**config.mk**
```make
export PLATFORM = sky130hd
export DESIGN_NAME = utf8_stream_sanitizer
export DESIGN_NICKNAME = d
export VERILOG_FILES = /design/src/hw/rtl/uss_pkg.sv /design/src/hw/rtl/uss_front.sv /design/src/hw/rtl/uss_emit.sv /design/src/hw/rtl/utf8_stream_sanitizer.sv
export VERILOG_INCLUDE_DIRS = /design/src /design/src/hw/rtl
export SDC_FILE = /design/constraint.sdc
export NUM_CORES = 1
export LEC_CHECK = 0
export ABC_AREA = 1
export BUFFER_PORTS_ARGS = -buffer_cell sky130_fd_sc_hd__buf_2
export CORE_MARGIN = 1.5
export CORE_UTILIZATION = 45
export DETAILED_ROUTE_END_ITERATION = 7
export PLACE_DENSITY_LB_ADDON = 0.2
export SLEW_MARGIN = 10
export SYNTH_ARGS = -nofsm -noshare
export SYNTH_HDL_FRONTEND = slang
export SYNTH_SLANG_ARGS = --single-unit
```
**constraint.sdc**
```tcl
create_clock -name clk -period 4.51 [get_ports clk]
set_input_delay 0.451 -clock clk [delete_from_list [all_inputs] [get_ports clk]]
set_output_delay 0.451 -clock clk [all_outputs]
set_load 0.005 [all_outputs]
```
**src/hw/rtl/assert_macros.svh**
```systemverilog
// Assertion helpers shared by the RTL modules.
`ifndef ASSERT_MACROS_SVH
`define ASSERT_MACROS_SVH

// Checked at every clock edge, switched off while reset is asserted.
`define ASSERT_CLK(lbl, clk, rst_n, prop, msg) \
	lbl: assert property (@(posedge clk) disable iff (!rst_n) prop) else $error(msg);

// Checked at every clock edge, reset included.
`define ASSERT_ALWAYS(lbl, clk, prop, msg) \
	lbl: assert property (@(posedge clk) prop) else $error(msg);

`endif

```
**src/hw/rtl/uss_pkg.sv**
```systemverilog
// ----------------------------------------------------------------------------
// uss_pkg
// Types, constants and helpers of the UTF-8 stream sanitizer.
// ----------------------------------------------------------------------------
package uss_pkg;

	localparam logic [7:0] ASCII_MAX   = 8'h7F;
	localparam logic [7:0] CONT_LO     = 8'h80;
	localparam logic [7:0] CONT_HI     = 8'hBF;
	localparam logic [7:0] LEAD2_LO    = 8'hC2;
	localparam logic [7:0] LEAD2_HI    = 8'hDF;
	localparam logic [7:0] LEAD3_LO    = 8'hE0;
	localparam logic [7:0] LEAD3_HI    = 8'hEF;
	localparam logic [7:0] LEAD4_LO    = 8'hF0;
	localparam logic [7:0] LEAD4_HI    = 8'hF4;

	// Replacement text: backslash u f f f d.
	localparam logic [7:0] CH_BSLASH   = 8'h5C;
	localparam logic [7:0] CH_U        = 8'h75;
	localparam logic [7:0] CH_F        = 8'h66;
	localparam logic [7:0] CH_D        = 8'h64;
	localparam int         REPL_LEN    = 6;
	localparam logic [2:0] REPL_LAST   = 3'(REPL_LEN - 1);

	typedef struct packed {
		logic [7:0] in_byte;
		logic       string_end;
	} uss_in_t;

	typedef struct packed {
		logic [7:0] out_byte;
		logic       run_last;
		logic       string_done;
		logic       all_valid;
	} uss_out_t;

	// Output work caused by one input item: rep_n replacement texts, then
	// lit_n literal bytes taken from lit in order.
	typedef struct packed {
		logic [2:0]      rep_n;
		logic [2:0]      lit_n;
		logic [3:0][7:0] lit;
		logic            last;
		logic            valid_all;
	} uss_job_t;

	function automatic logic [7:0] repl_char(input logic [2:0] idx);
		logic [7:0] c;
		case (idx)
			3'd0:    c = CH_BSLASH;
			3'd1:    c = CH_U;
			3'd2:    c = CH_F;
			3'd3:    c = CH_F;
			3'd4:    c = CH_F;
			3'd5:    c = CH_D;
			default: c = CH_D;
		endcase
		return c;
	endfunction

	// Sequence length announced by a lead byte, 0 when it is no valid lead.
	function automatic logic [2:0] lead_len(input logic [7:0] b);
		logic [2:0] n;
		if (b >= LEAD2_LO && b <= LEAD2_HI) begin
			n = 3'd2;
		end else if (b >= LEAD3_LO && b <= LEAD3_HI) begin
			n = 3'd3;
		end else if (b >= LEAD4_LO && b <= LEAD4_HI) begin
			n = 3'd4;
		end else begin
			n = 3'd0;
		end
		return n;
	endfunction

endpackage

```
**src/hw/rtl/uss_front.sv**
```systemverilog
// ----------------------------------------------------------------------------
// uss_front
// Sequence tracker: holds an open UTF-8 sequence and turns each item into
// the output work that it causes.
// ----------------------------------------------------------------------------
`include "assert_macros.svh"

module uss_front (
	input  logic              clk,
	input  logic              arst_n,
	input  logic              take,
	input  uss_pkg::uss_in_t  item,
	output uss_pkg::uss_job_t job
);
	import uss_pkg::*;

	logic [2:0][7:0] held_q, held_d;
	logic [1:0]      held_cnt_q, held_cnt_d;
	logic [2:0]      need_q, need_d;
	logic            invalid_q, invalid_d;

	logic [7:0] b;
	logic       last;
	logic       is_cont;
	logic [2:0] len;
	logic [2:0] rep_base;
	logic       fresh;

	assign b       = item.in_byte;
	assign last    = item.string_end;
	assign is_cont = (b >= CONT_LO) && (b <= CONT_HI);
	assign len     = lead_len(b);

	always_comb begin
		held_d     = held_q;
		held_cnt_d = held_cnt_q;
		need_d     = need_q;
		job.rep_n  = 3'd0;
		job.lit_n  = 3'd0;
		job.last   = last;
		rep_base   = 3'd0;
		fresh      = 1'b0;
		for (int i = 0; i < 3; i++) begin
			job.lit[i] = (2'(i) == held_cnt_q) ? b : held_q[i];
		end
		job.lit[3] = b;

		if (held_cnt_q != 2'd0) begin
			if (is_cont) begin
				if (({1'b0, held_cnt_q} + 3'd1) >= need_q) begin
					job.lit_n  = {1'b0, held_cnt_q} + 3'd1;
					held_cnt_d = 2'd0;
					need_d     = 3'd0;
				end else if (last) begin
					job.rep_n  = {1'b0, held_cnt_q} + 3'd1;
					held_cnt_d = 2'd0;
					need_d     = 3'd0;
				end else begin
					held_d[held_cnt_q] = b;
					held_cnt_d         = held_cnt_q + 2'd1;
				end
			end else begin
				// Broken sequence: replace what is held, then start over on b.
				rep_base   = {1'b0, held_cnt_q};
				held_cnt_d = 2'd0;
				need_d     = 3'd0;
				fresh      = 1'b1;
			end
		end else begin
			fresh = 1'b1;
		end

		if (fresh) begin
			job.rep_n = rep_base;
			if (b <= ASCII_MAX) begin
				job.lit[0] = b;
				job.lit_n  = 3'd1;
			end else if (len == 3'd0 || last) begin
				job.rep_n = rep_base + 3'd1;
			end else begin
				held_d[0]  = b;
				held_cnt_d = 2'd1;
				need_d     = len;
			end
		end

		job.valid_all = !(invalid_q || (job.rep_n != 3'd0));
		invalid_d     = !job.valid_all;
		if (last) begin
			held_cnt_d = 2'd0;
			need_d     = 3'd0;
			invalid_d  = 1'b0;
		end
	end

	always_ff @(posedge clk or negedge arst_n) begin
		if (!arst_n) begin
			held_q     <= '0;
			held_cnt_q <= 2'd0;
			need_q     <= 3'd0;
			invalid_q  <= 1'b0;
		end else if (take) begin
			held_q     <= held_d;
			held_cnt_q <= held_cnt_d;
			need_q     <= need_d;
			invalid_q  <= invalid_d;
		end
	end

	// An open sequence always still lacks at least one byte.
	`ASSERT_ALWAYS(a_open_seq_short, clk,
		(held_cnt_q != 2'd0) |-> (need_q > {1'b0, held_cnt_q} && need_q <= 3'd4),
		"open sequence length out of range")

endmodule

```
**src/hw/rtl/uss_emit.sv**
```systemverilog
// ----------------------------------------------------------------------------
// uss_emit
// Output sequencer: walks one job's replacement texts and literal bytes,
// one byte per cycle unless out_ready stalls the output, into the output register.
// ----------------------------------------------------------------------------
`include "assert_macros.svh"

module uss_emit (
	input  logic               clk,
	input  logic               arst_n,
	input  logic               load_valid,
	input  uss_pkg::uss_job_t  load_job,
	output logic               load_ready,
	output logic               out_valid,
	input  logic               out_ready,
	output uss_pkg::uss_out_t  out_data
);
	import uss_pkg::*;

	uss_job_t   job_s1;
	logic       job_valid_s1;
	logic [2:0] rep_q;
	logic [2:0] chr_q;
	logic [2:0] lit_q;
	uss_out_t   out_q;
	logic       out_valid_q;

	logic       adv;
	logic       in_rep;
	logic       is_end;
	logic       load;
	logic [7:0] cur_byte;

	assign in_rep   = rep_q < job_s1.rep_n;
	assign cur_byte = in_rep ? repl_char(chr_q) : job_s1.lit[lit_q[1:0]];
	assign is_end   = in_rep ?
		((rep_q == job_s1.rep_n - 3'd1) && (chr_q == REPL_LAST) && (job_s1.lit_n == 3'd0)) :
		(lit_q == job_s1.lit_n - 3'd1);
	assign adv        = job_valid_s1 && (!out_valid_q || out_ready);
	assign load_ready = !job_valid_s1 || (adv && is_end);
	// An item that only extends a held sequence produces nothing.
	assign load       = load_valid && load_ready &&
		((load_job.rep_n != 3'd0) || (load_job.lit_n != 3'd0));

	always_ff @(posedge clk or negedge arst_n) begin
		if (!arst_n) begin
			job_valid_s1 <= 1'b0;
			rep_q        <= 3'd0;
			chr_q        <= 3'd0;
			lit_q        <= 3'd0;
			out_valid_q  <= 1'b0;
		end else begin
			if (load) begin
				job_valid_s1 <= 1'b1;
			end else if (adv && is_end) begin
				job_valid_s1 <= 1'b0;
			end
			if (adv) begin
				if (is_end) begin
					rep_q <= 3'd0;
					chr_q <= 3'd0;
					lit_q <= 3'd0;
				end else if (in_rep) begin
					if (chr_q == REPL_LAST) begin
						chr_q <= 3'd0;
						rep_q <= rep_q + 3'd1;
					end else begin
						chr_q <= chr_q + 3'd1;
					end
				end else begin
					lit_q <= lit_q + 3'd1;
				end
			end
			if (adv) begin
				out_valid_q <= 1'b1;
			end else if (out_ready) begin
				out_valid_q <= 1'b0;
			end
		end
	end

	always_ff @(posedge clk) begin
		if (load) begin
			job_s1 <= load_job;
		end
		if (adv) begin
			out_q.out_byte    <= cur_byte;
			out_q.run_last    <= is_end;
			out_q.string_done <= is_end && job_s1.last;
			out_q.all_valid   <= is_end && job_s1.last && job_s1.valid_all;
		end
	end

	assign out_valid = out_valid_q;
	assign out_data  = out_q;

	`ASSERT_CLK(a_chr_range, clk, arst_n, chr_q <= REPL_LAST,
		"replacement character index out of range")
	`ASSERT_CLK(a_rep_bound, clk, arst_n,
		job_valid_s1 |-> (rep_q <= job_s1.rep_n && lit_q < 3'd4),
		"job counters ran past the job")
	`ASSERT_CLK(a_job_hold, clk, arst_n,
		(job_valid_s1 && !adv) |=> (job_valid_s1 && $stable(job_s1) && $stable(rep_q)
			&& $stable(chr_q) && $stable(lit_q)),
		"stalled job changed")

endmodule

```
**src/hw/rtl/utf8_stream_sanitizer.sv**
```systemverilog
// ----------------------------------------------------------------------------
// utf8_stream_sanitizer
// Passes a byte string through, replacing each non-ASCII byte outside a whole
// C2..F4 lead + 80..BF continuation sequence by the six characters \ufffd.
// ----------------------------------------------------------------------------
//  channel | handshake           | payload
//  --------+---------------------+------------------------------------------
//  in      | in_valid, in_ready  | in_data:  in_byte, string_end
//  out     | out_valid, out_ready| out_data: out_byte, run_last, string_done,
//          |                     |           all_valid
//
// One output byte leaves per cycle unless out_ready stalls it. An item that
// releases bytes holds the input in the sequencer until its last byte is
// sent; plain ASCII flows at one item per cycle without stalls, and a
// replaced byte yields six characters. An item that only extends a held
// sequence is taken with no output. Reset clears the sequence tracker and
// both valid flags; there is no clearing pass. While a job is in the
// sequencer, in_ready falls in the same cycle as out_ready when the output
// register is full; an empty sequencer takes one item whatever out_ready is.
module utf8_stream_sanitizer (
	input  logic              clk,
	input  logic              arst_n,
	input  logic              in_valid,
	output logic              in_ready,
	input  uss_pkg::uss_in_t  in_data,
	output logic              out_valid,
	input  logic              out_ready,
	output uss_pkg::uss_out_t out_data
);
	import uss_pkg::*;

	uss_job_t job;
	logic     take;

	assign take = in_valid && in_ready;

	uss_front u_front (
		.clk    (clk),
		.arst_n (arst_n),
		.take   (take),
		.item   (in_data),
		.job    (job)
	);

	uss_emit u_emit (
		.clk        (clk),
		.arst_n     (arst_n),
		.load_valid (in_valid),
		.load_job   (job),
		.load_ready (in_ready),
		.out_valid  (out_valid),
		.out_ready  (out_ready),
		.out_data   (out_data)
	);

endmodule
```
# Yosys cells after proc, flatten, opt, wreduce, memory -nomap -nowiden
# Cells that the tools add are included.
# classes
n_mux	63
n_reduce_logical	37
bitwise	2
n_addsub	8
order_cmp	14
eq_ne	10
# ops
cell	n
8-bit 2-to-1 mux	15
3-bit 2-to-1 mux	25
8-bit greater-or-equal comparator, second input constant	4
8-bit less-or-equal comparator, second input constant	4
24-bit bitwise mux	1
6-bit 2-to-1 mux	3
6-bit case mux with 3 select lines	1
8-bit binary-select mux with 2-bit select	1
8-bit demux with 2-bit select	1
2-bit 2-to-1 mux	8
1-bit logical AND	13
3-bit by 1-bit adder with 3-bit output, second input constant	4
2-bit nonzero test	5
3-bit logical NOT	3
8-bit by 7-bit less-or-equal comparator with 1-bit output, second input constant	1
1-bit 2-to-1 mux	8
3-bit by 2-bit == test with 1-bit output, second input constant	2
3-bit == test	2
3-bit == test, second input constant	2
2-bit by 3-bit less-than comparator with 1-bit output, second input constant	2
3-bit nonzero test	2
3-bit by 1-bit subtractor with 3-bit output, second input constant	2
1-bit logical OR	5
5-bit AND reduction	1
15 further kinds	19
# totals
elab_cells	157
ff_bits	92

# Longest topological paths before layout
# Gate-level depths: netlist of run 1.
# depth
depth_word	14
depth_mapped	15
depth_no_buf	15

# Modules after synthesis
# A second synthesis of run 1 with hierarchy kept.
# hier_totals
hier_cells	490
area_unflattened_um2	4653.2
# by_module_without_submodules
module	cells_each	area_each_um2	instances
uss_emit	230	2668.8	1
uss_front	258	1976.9	1
utf8_stream_sanitizer	2	7.5	1

# Worst setup path before layout of run 1
# Ideal clock, no wire load.
# synth_path
kind	reg-to-reg
from	register u_front.held_cnt_q[0]
to	register u_emit.job_s1[0] in the netlist's numbering, enable pin
setup_ns	0.395
required_ns	4.115
arrival_ns	2.681
path_stages_with_launch	13
setup_slack_ns	1.434
path_cell_list	dfrtp_1 inv_1 ha_1 ha_1 nand3_1 nand3_1 nor2_1 nand3_1 nand3_1 nor2_1 nand2_1 nand2_1 inv_1
# synth_between
elab_chain_len	10
# synth_rtl
item	line_no	text
start: declaration	uss_front.sv:18	logic [1:0] held_cnt_q, held_cnt_d;
start signal: assignment	uss_front.sv:104	held_cnt_q <= held_cnt_d;
2-bit by 1-bit adder with 3-bit output	uss_front.sv:50, uss_front.sv:51, uss_front.sv:55	
3-bit greater-or-equal comparator	uss_front.sv:50	if (({1'b0, held_cnt_q} + 3'd1) >= need_q) begin
3-bit 2-to-1 mux	uss_front.sv:50	
6-bit 2-to-1 mux	uss_front.sv:49	if (is_cont) begin
6-bit 2-to-1 mux	uss_front.sv:48	if (held_cnt_q != 2'd0) begin
3-bit 2-to-1 mux	uss_front.sv:75	if (b <= ASCII_MAX) begin
6-bit 2-to-1 mux *	uss_front.sv:73	if (fresh) begin
3-bit nonzero test	uss_emit.sv:43	((load_job.rep_n != 3'd0) || (load_job.lit_n != 3'd0));
1-bit logical OR *	uss_emit.sv:43	
1-bit logical AND *	uss_emit.sv:42	assign load = load_valid && load_ready &&
named net u_emit.load	uss_emit.sv:31	logic load;
end signal: assignment	uss_emit.sv:84	job_s1 <= load_job;
end: declaration	uss_emit.sv:20	uss_job_t job_s1;
# Mark *: on every way through the listed nets, which the timed path passes. The rest lies on a longest branch.
# A chain may end at the register's enable or synchronous reset.

# Final worst setup path of run 1
# layout_path
from	register u_front.held_cnt_q[0]
to	register u_emit.job_s1[21] in the netlist's numbering, enable pin
# Same word-level chain as after synthesis.

==> metrics.yaml, run 1 <==
routing:
  drc: 0
  routed_via_density: 4.920
  routedWlPerCell_um: 13.83
  drtAntennaViolNets: 0
  drt_iter0_markers: 137
  dr.pass1.iters: 4
  vias: 3154
  met1_length_mm: 4.287
  top_layer: "met4"
  wl_met2_mm: 4.196
  dr_wl_met3_um: 281
  wl_mm: 8.863
setup_path:
  r2r_cells: 13
  crit_slowest_cell: "dfrtp_1"
  critical_path_required_ps: 4510
  crit_arrival_ps: 3020
  r2r_setup_slack_ps: 1480
  cp_common_cell: "nand3_1"
  slowest_delay_ps: 420
  path_cells: "inv_1, ha_1, ha_1, nand3b_1, nand3_1, nor2_1, nand3_1, nand3_1, nor2_1, nand2_1, nand2_1, inv_1, buf_4"
  r2r-start: "u_front.held_cnt_q[0]"
  start_kind: "register"
  cp-end-kind: "register"
  critPathKind: "reg -> reg"
  startpoint: "u_front.held_cnt_q[0]"
  crit_fanout: 39
cts:
  root_buffer: "clkbuf_8"
  cts_setup_buffers: 0
  cts_resized: 0
  ctsLongestPathBuffers: 2
  clkTransAtPathRegs_ps: 90
  cts-hold-fix-buffers: 0
  htree_levels: 3
  cts_buffers: 9
  clk_latency_ps: 360
  cts_tree: "built"
  numClockSinks: 92
yosys:
  syn_nets: 508
  yosys_register_bits: 92
  synth_top_area_cell: "edfxtp_1"
  yosysWarnings: 0
  synth_cell_types: 46
  ys_seq_area_frac: 0.5556
  yosysTopAreaCellShare: 0.3327
  synthesis.instances: 479
  synth.avg_cell_area_sq_um: 9.610
  ys.flop_type: "edfxtp_1"
  synth_edf_count: 51
  synth_area_leaders: "edfxtp_1, dfrtp_1, nand2_1"
  netlist_area_sq_um: 4603
  async_flop_share: 0.4457
finish:
  diodes: 0
  drive_gt1_frac: 0.1339
  instances_no_fill: 641
  fillers: 934
  nNetsFinal: 532
  syn2layout_area_growth_pct: 9.160
die:
  dieArea_sq_um: 10850
  io_pins: 26
  die-height_um: 104.1
  die_x_um: 104.1
  rows: 36
  coreArea_sq_um: 9864
  initial_core_util: 0.4666
sta:
  fin_crit_sh: 0.6708
  worstMarginPinSlew_ps: 968.1
  max_freq_ghz: 0.3306
  setup_tns_ps: 0
  finalMaxSlewViolations: 0
  finalHoldViolations: 0
  setup_viol: 0
  rsz0062_at_grt: "no"
  clock_skew_ps: 13.09
  relSlewSlack: 0.3546
  min_period_ps: 3025
pwr:
  p_per_area_nw_per_um2: 579.9
  vdd_ir_drop_max_uv: 183.3
  p_leak_uw: 0.002290
  p_total_uw: 2914
global_route:
  antenna_found_initial: 0
  grt_usage: 0.1737
  grt_overflow: 0
  grt_pass1_vias: 3007
  grt_max_degree: 42
  grt_pass1_wl_mm: 14.95
placement:
  dp_hpwl_mm: 6.394
  port_buffers: 25
  post-place-cells: 625
  gp_congestion: 0.8617
run_status:
  status: "finished clean"
flow_run:
  cap_viol_max_count: 0
worst_hold_path:
  hold_class: "in -> async"
-- flip-flops by register name, indices dropped and copies added (netlist names) --
signal               cells
u_emit.chr_q             3
u_emit.job_s1           40
u_emit.job_valid_s1      1
u_emit.lit_q             3
u_emit.out_data         11
u_emit.out_valid         1
u_emit.rep_q             3
u_front.held_cnt_q       2
u_front.held_q          24
u_front.invalid_q        1
u_front.need_q           3
-- worst max-delay path: cells and delay by family (launching register included) --
family	cells	cell delay, ps
buf+inv	3	640
fa+ha+maj	2	650
flops	1	420
simple gates	8	950
-- synthesized netlist by cell type, types with 2 or more instances --
cell type and number:
nand2_1 133, nor2_1 28, nand4_1 2, nand3_1 25
o21a_1 2, a221o_1 2, o221ai_1 3, o31ai_1 2
a21oi_1 17, buf_4 2, o21ai_2 3, nor2_4 3
ha_1 16, edfxtp_1 51, buf_2 5, nor3_1 3
nand2_8 2, inv_2 3, inv_1 55, nand2_2 6
o22ai_1 2, nand2_4 2, dfrtp_1 41, xor2_1 3
o21ai_0 39, clkbuf_1 3, nand3b_1 2, nor2_8 2
xnor2_1 2, clkinv_1 4
-- final cells by class --
type	count	area (sq um)	area share
clock inverter	5	78.83	0.01569
multi-input combinational	312	1725	0.3434
tap	133	166.4	0.03312
inverter	62	232.7	0.04631
timing repair buffer	26	132.6	0.02639
sequential	92	2557	0.5090
clock buffer	11	131.4	0.02615
-- placed cells by master (no fill, tap or decap), types with 6 or more instances in the layout --
| master | count |
|---|---|
| inv_1 | 55 |
| a21oi_1 | 17 |
| edfxtp_1 | 51 |
| clkbuf_8 | 9 |
| dfrtp_1 | 41 |
| nand3_1 | 25 |
| nand2_2 | 6 |
| nor2_1 | 28 |
| o21ai_0 | 39 |
| nand2_1 | 133 |
| ha_1 | 16 |
| buf_2 | 25 |
-- worst paths after layout --
check / end
min in group clk: u_emit.job_s1[1]
max in group asynchronous: u_front.need_q[0]
worst max-delay path: u_emit.job_s1[21]
worst max register to register: u_emit.job_s1[21]
worst min-delay path: u_front.held_q[2]
worst min register to register: u_front.held_q[15]
-- logic make-up after synthesis --
kind of cell             Yosys count  synth area share
adder cells (fa/ha/maj)           16           0.04349
flip-flops                        92            0.5556
XOR/XNOR                           6           0.01305
AND/OR/NAND/NOR                  214            0.2194
AO/OA/AOI/OAI                     76           0.09894
buffers and inverters             75           0.06958
-- power breakdown --
group,internal (uW),switching (uW)
registers,1180,134
logic,350,659
clock network,312,277
-- layer usage --
layer / vias to the layer above / track usage
li1: 1625 / -
met1: 1470 / 0.2374
met2: 52 / 0.2857
met3: 7 / 0.02318
met4: 0 / 0.05952
met5: - / 0
-- stage by stage --
stage	hold WS (ps)	setup slack, ps	util	cell area, sq um
floorplan	155.4	1434	-	4603
global placement	434.5	1641	0.4881	4815
detailed placement	443.6	1520	0.4881	4815
CTS	287.4	1493	0.5094	5025
global route	331.4	1163	0.5094	5025
finish	244.1	1485	0.5094	5025
Note: power is estimated with default switching activity, not from simulation.
==> run 2: changes to the inputs <==
clock period = 2.68 ns   (was 4.51 ns; I/O delays follow)
==> metrics.yaml, run 2 (synthesized netlist as in run 1, its figures left out) <==
pwr:
  p_per_area_nw_per_um2: 991.2  # was 579.9 nW/um^2
  p_leak_uw: 0.002392  # was 0.002290 uW
  vdd_ir_drop_max_uv: 374.3  # was 183.3 uV
die:
  dieArea_sq_um: 10850  # unchanged
  die_x_um: 104.1  # unchanged
  rows: 36  # unchanged
  initial_core_util: 0.4666  # unchanged
  coreArea_sq_um: 9864  # unchanged
  die-height_um: 104.1  # unchanged
  io_pins: 26  # unchanged
finish:
  largest_reg_flops: 40  # unchanged
  regArea_sq_um: 2559  # was 2557 sq um
  nNetsFinal: 551  # was 532
  drive_gt1_frac: 0.1917  # was 0.1339
  multi_input_area_sq_um: 1784  # was 1725 sq um
  regMostFlops: "u_emit.job_s1"  # unchanged
  final_cell_mix: "nand2_1, inv_1, edfxtp_1, dfrtp_1, o21ai_0"  # unchanged
  fillers: 882  # was 934
  syn2layout_area_growth_pct: 14.84  # was 9.160%
  diodes: 0  # unchanged
  layout_commonest_cell: "nand2_1"  # unchanged
routing:
  dr.pass1.iters: 4  # unchanged
  wl_mm: 9.611  # was 8.863 mm
  drc: 0  # unchanged
  drtAntennaViolNets: 0  # unchanged
  routed_via_density: 4.971  # was 4.920
  vias: 3281  # was 3154
  routedWlPerCell_um: 14.56  # was 13.83 um
  drt_iter0_markers: 179  # was 137
flow_run:
  cap_viol_max_count: 0  # unchanged
global_route:
  grt_pass1_wl_mm: 15.98  # was 14.95 mm
  antenna_found_initial: 0  # unchanged
  grt_overflow: 0  # unchanged
  grt_max_degree: 42  # unchanged
  grt_usage: 0.1905  # was 0.1737
  grt_pass1_vias: 3181  # was 3007
sta:
  finalHoldViolations: 0  # unchanged
  finalMaxSlewViolations: 0  # unchanged
  min_period_ps: 2560  # was 3025 ps
  fin_crit_sh: 0.9554  # was 0.6708
  max_freq_ghz: 0.3906  # was 0.3306 GHz
  whs_ps: 32.81  # was 244.1 ps
  setup_viol: 0  # unchanged
  relSlewSlack: 0.3615  # was 0.3546
  worstMarginPinSlew_ps: 957.7  # was 968.1 ps
  setup_ws_ps: 119.6  # was 1485 ps
  clock_skew_ps: 12.00  # was 13.09 ps
cts:
  htree_levels: 3  # unchanged
  cts_tree: "built"  # unchanged
  clkTransAtPathRegs_ps: 90  # about the same
  root_buffer: "clkbuf_8"  # unchanged
  cts_buffers: 9  # unchanged
  clk_latency_ps: 360  # about the same
  cts-hold-fix-buffers: 0  # unchanged
  numClockSinks: 92  # unchanged
  ctsLongestPathBuffers: 2  # unchanged
placement:
  gp_congestion: 0.8145  # was 0.8617
  dp_slack_ps: 87.43  # was 1520 ps
  port_buffers: 25  # unchanged
  dp_hpwl_mm: 6.892  # was 6.394 mm
setup_path:
  path_delay_family: "simple AND/OR/NAND/NOR gates"  # unchanged
  crit_slowest_cell: "dfrtp_2"  # was dfrtp_1
  slowest_delay_ps: 450  # was 420 ps
  start_kind: "register"  # unchanged
  crit_fanout: 8  # was 39
  cp-end-kind: "register"  # unchanged
  crit_arrival_ps: 2690  # was 3020 ps
  critPathKind: "reg -> reg"  # unchanged
  critical_path_required_ps: 2810  # was 4510 ps
  path_cells: "inv_2, ha_4, ha_1, nand3b_1, nand3_4, o21a_1, nand3_2, nor2_1, nand2_1, nand2_2, clkinvlp_4, buf_12, clkbuf_16"  # was inv_1, ha_1, ha_1, nand3b_1, nand3_1, nor2_1, nand3_1, nand3_1, nor2_1, nand2_1, nand2_1, inv_1, buf_4
  worst-path-buf-inv: 4  # was 3
worst_hold_path:
  hold_class: "in -> async"  # unchanged
run_status:
  status: "finished clean"  # unchanged
==> run 2: worst paths after layout <==
path                       cells past startpoint                  start                     to  slack [ps]
setup / recovery                              13  u_front.held_cnt_q[0]      u_emit.job_s1[17]         120
setup reg to reg                              13  u_front.held_cnt_q[0]      u_emit.job_s1[17]         120
min in group clk                               4              out_ready       u_emit.out_valid         160
hold / removal                                 1                 arst_n      u_front.held_q[2]          30
hold reg to reg                                2     u_front.held_q[15]     u_front.held_q[15]         460
max in group asynchronous                      1                 arst_n  u_front.held_cnt_q[0]        1970
==> run 2: timing repair <==
action                                  CTS  global route
setup buffers                             0             6
endpoints found under the setup margin    0            37
resized for setup                         0             8
==> run 2: cell type report <==
type                    instances  share of cell area
inverters                      62             0.04473
repair buffers                 45             0.06580
flip-flops and latches         92              0.4840
clock buffers                  11             0.02485
well taps                     133             0.03148
multi-input cells             312              0.3375
clock inverters                 5             0.01160
==> run 2: per-layer routing <==
layer,track usage,up-vias,wire (um)
li1,-,1668,-
met1,0.2592,1527,4644
met2,0.3056,73,4412
met3,0.03634,13,387
met4,0.06647,0,166
met5,0,-,0
==> run 2: per-stage QoR <==
| step | instances | total power (uW) | cell area [sq um] | setup TNS [ps] | util |
|---|---|---|---|---|---|
| 2_1_floorplan | 479 | 3534 | 4636 | 0 | - |
| 3_3_place_gp | 636 | 4091 | 4955 | 0 | 0.5023 |
| 3_5_place_dp | 636 | 4136 | 4955 | 0 | 0.5023 |
| 4_1_cts | 652 | 5078 | 5147 | 0 | 0.5218 |
| 5_1_grt | 660 | 5615 | 5286 | -80.38 | 0.5359 |
| 6_report | 660 | 5240 | 5286 | 0 | 0.5359 |
==> run 2: where the power goes <==
part | switching (uW) | leakage, uW | total, uW | internal, uW
clock | 494 | 0.0000945 | 932 | 438
combinational | 1290 | 0.00132 | 2140 | 851
sequential | 178 | 0.000977 | 2170 | 1990
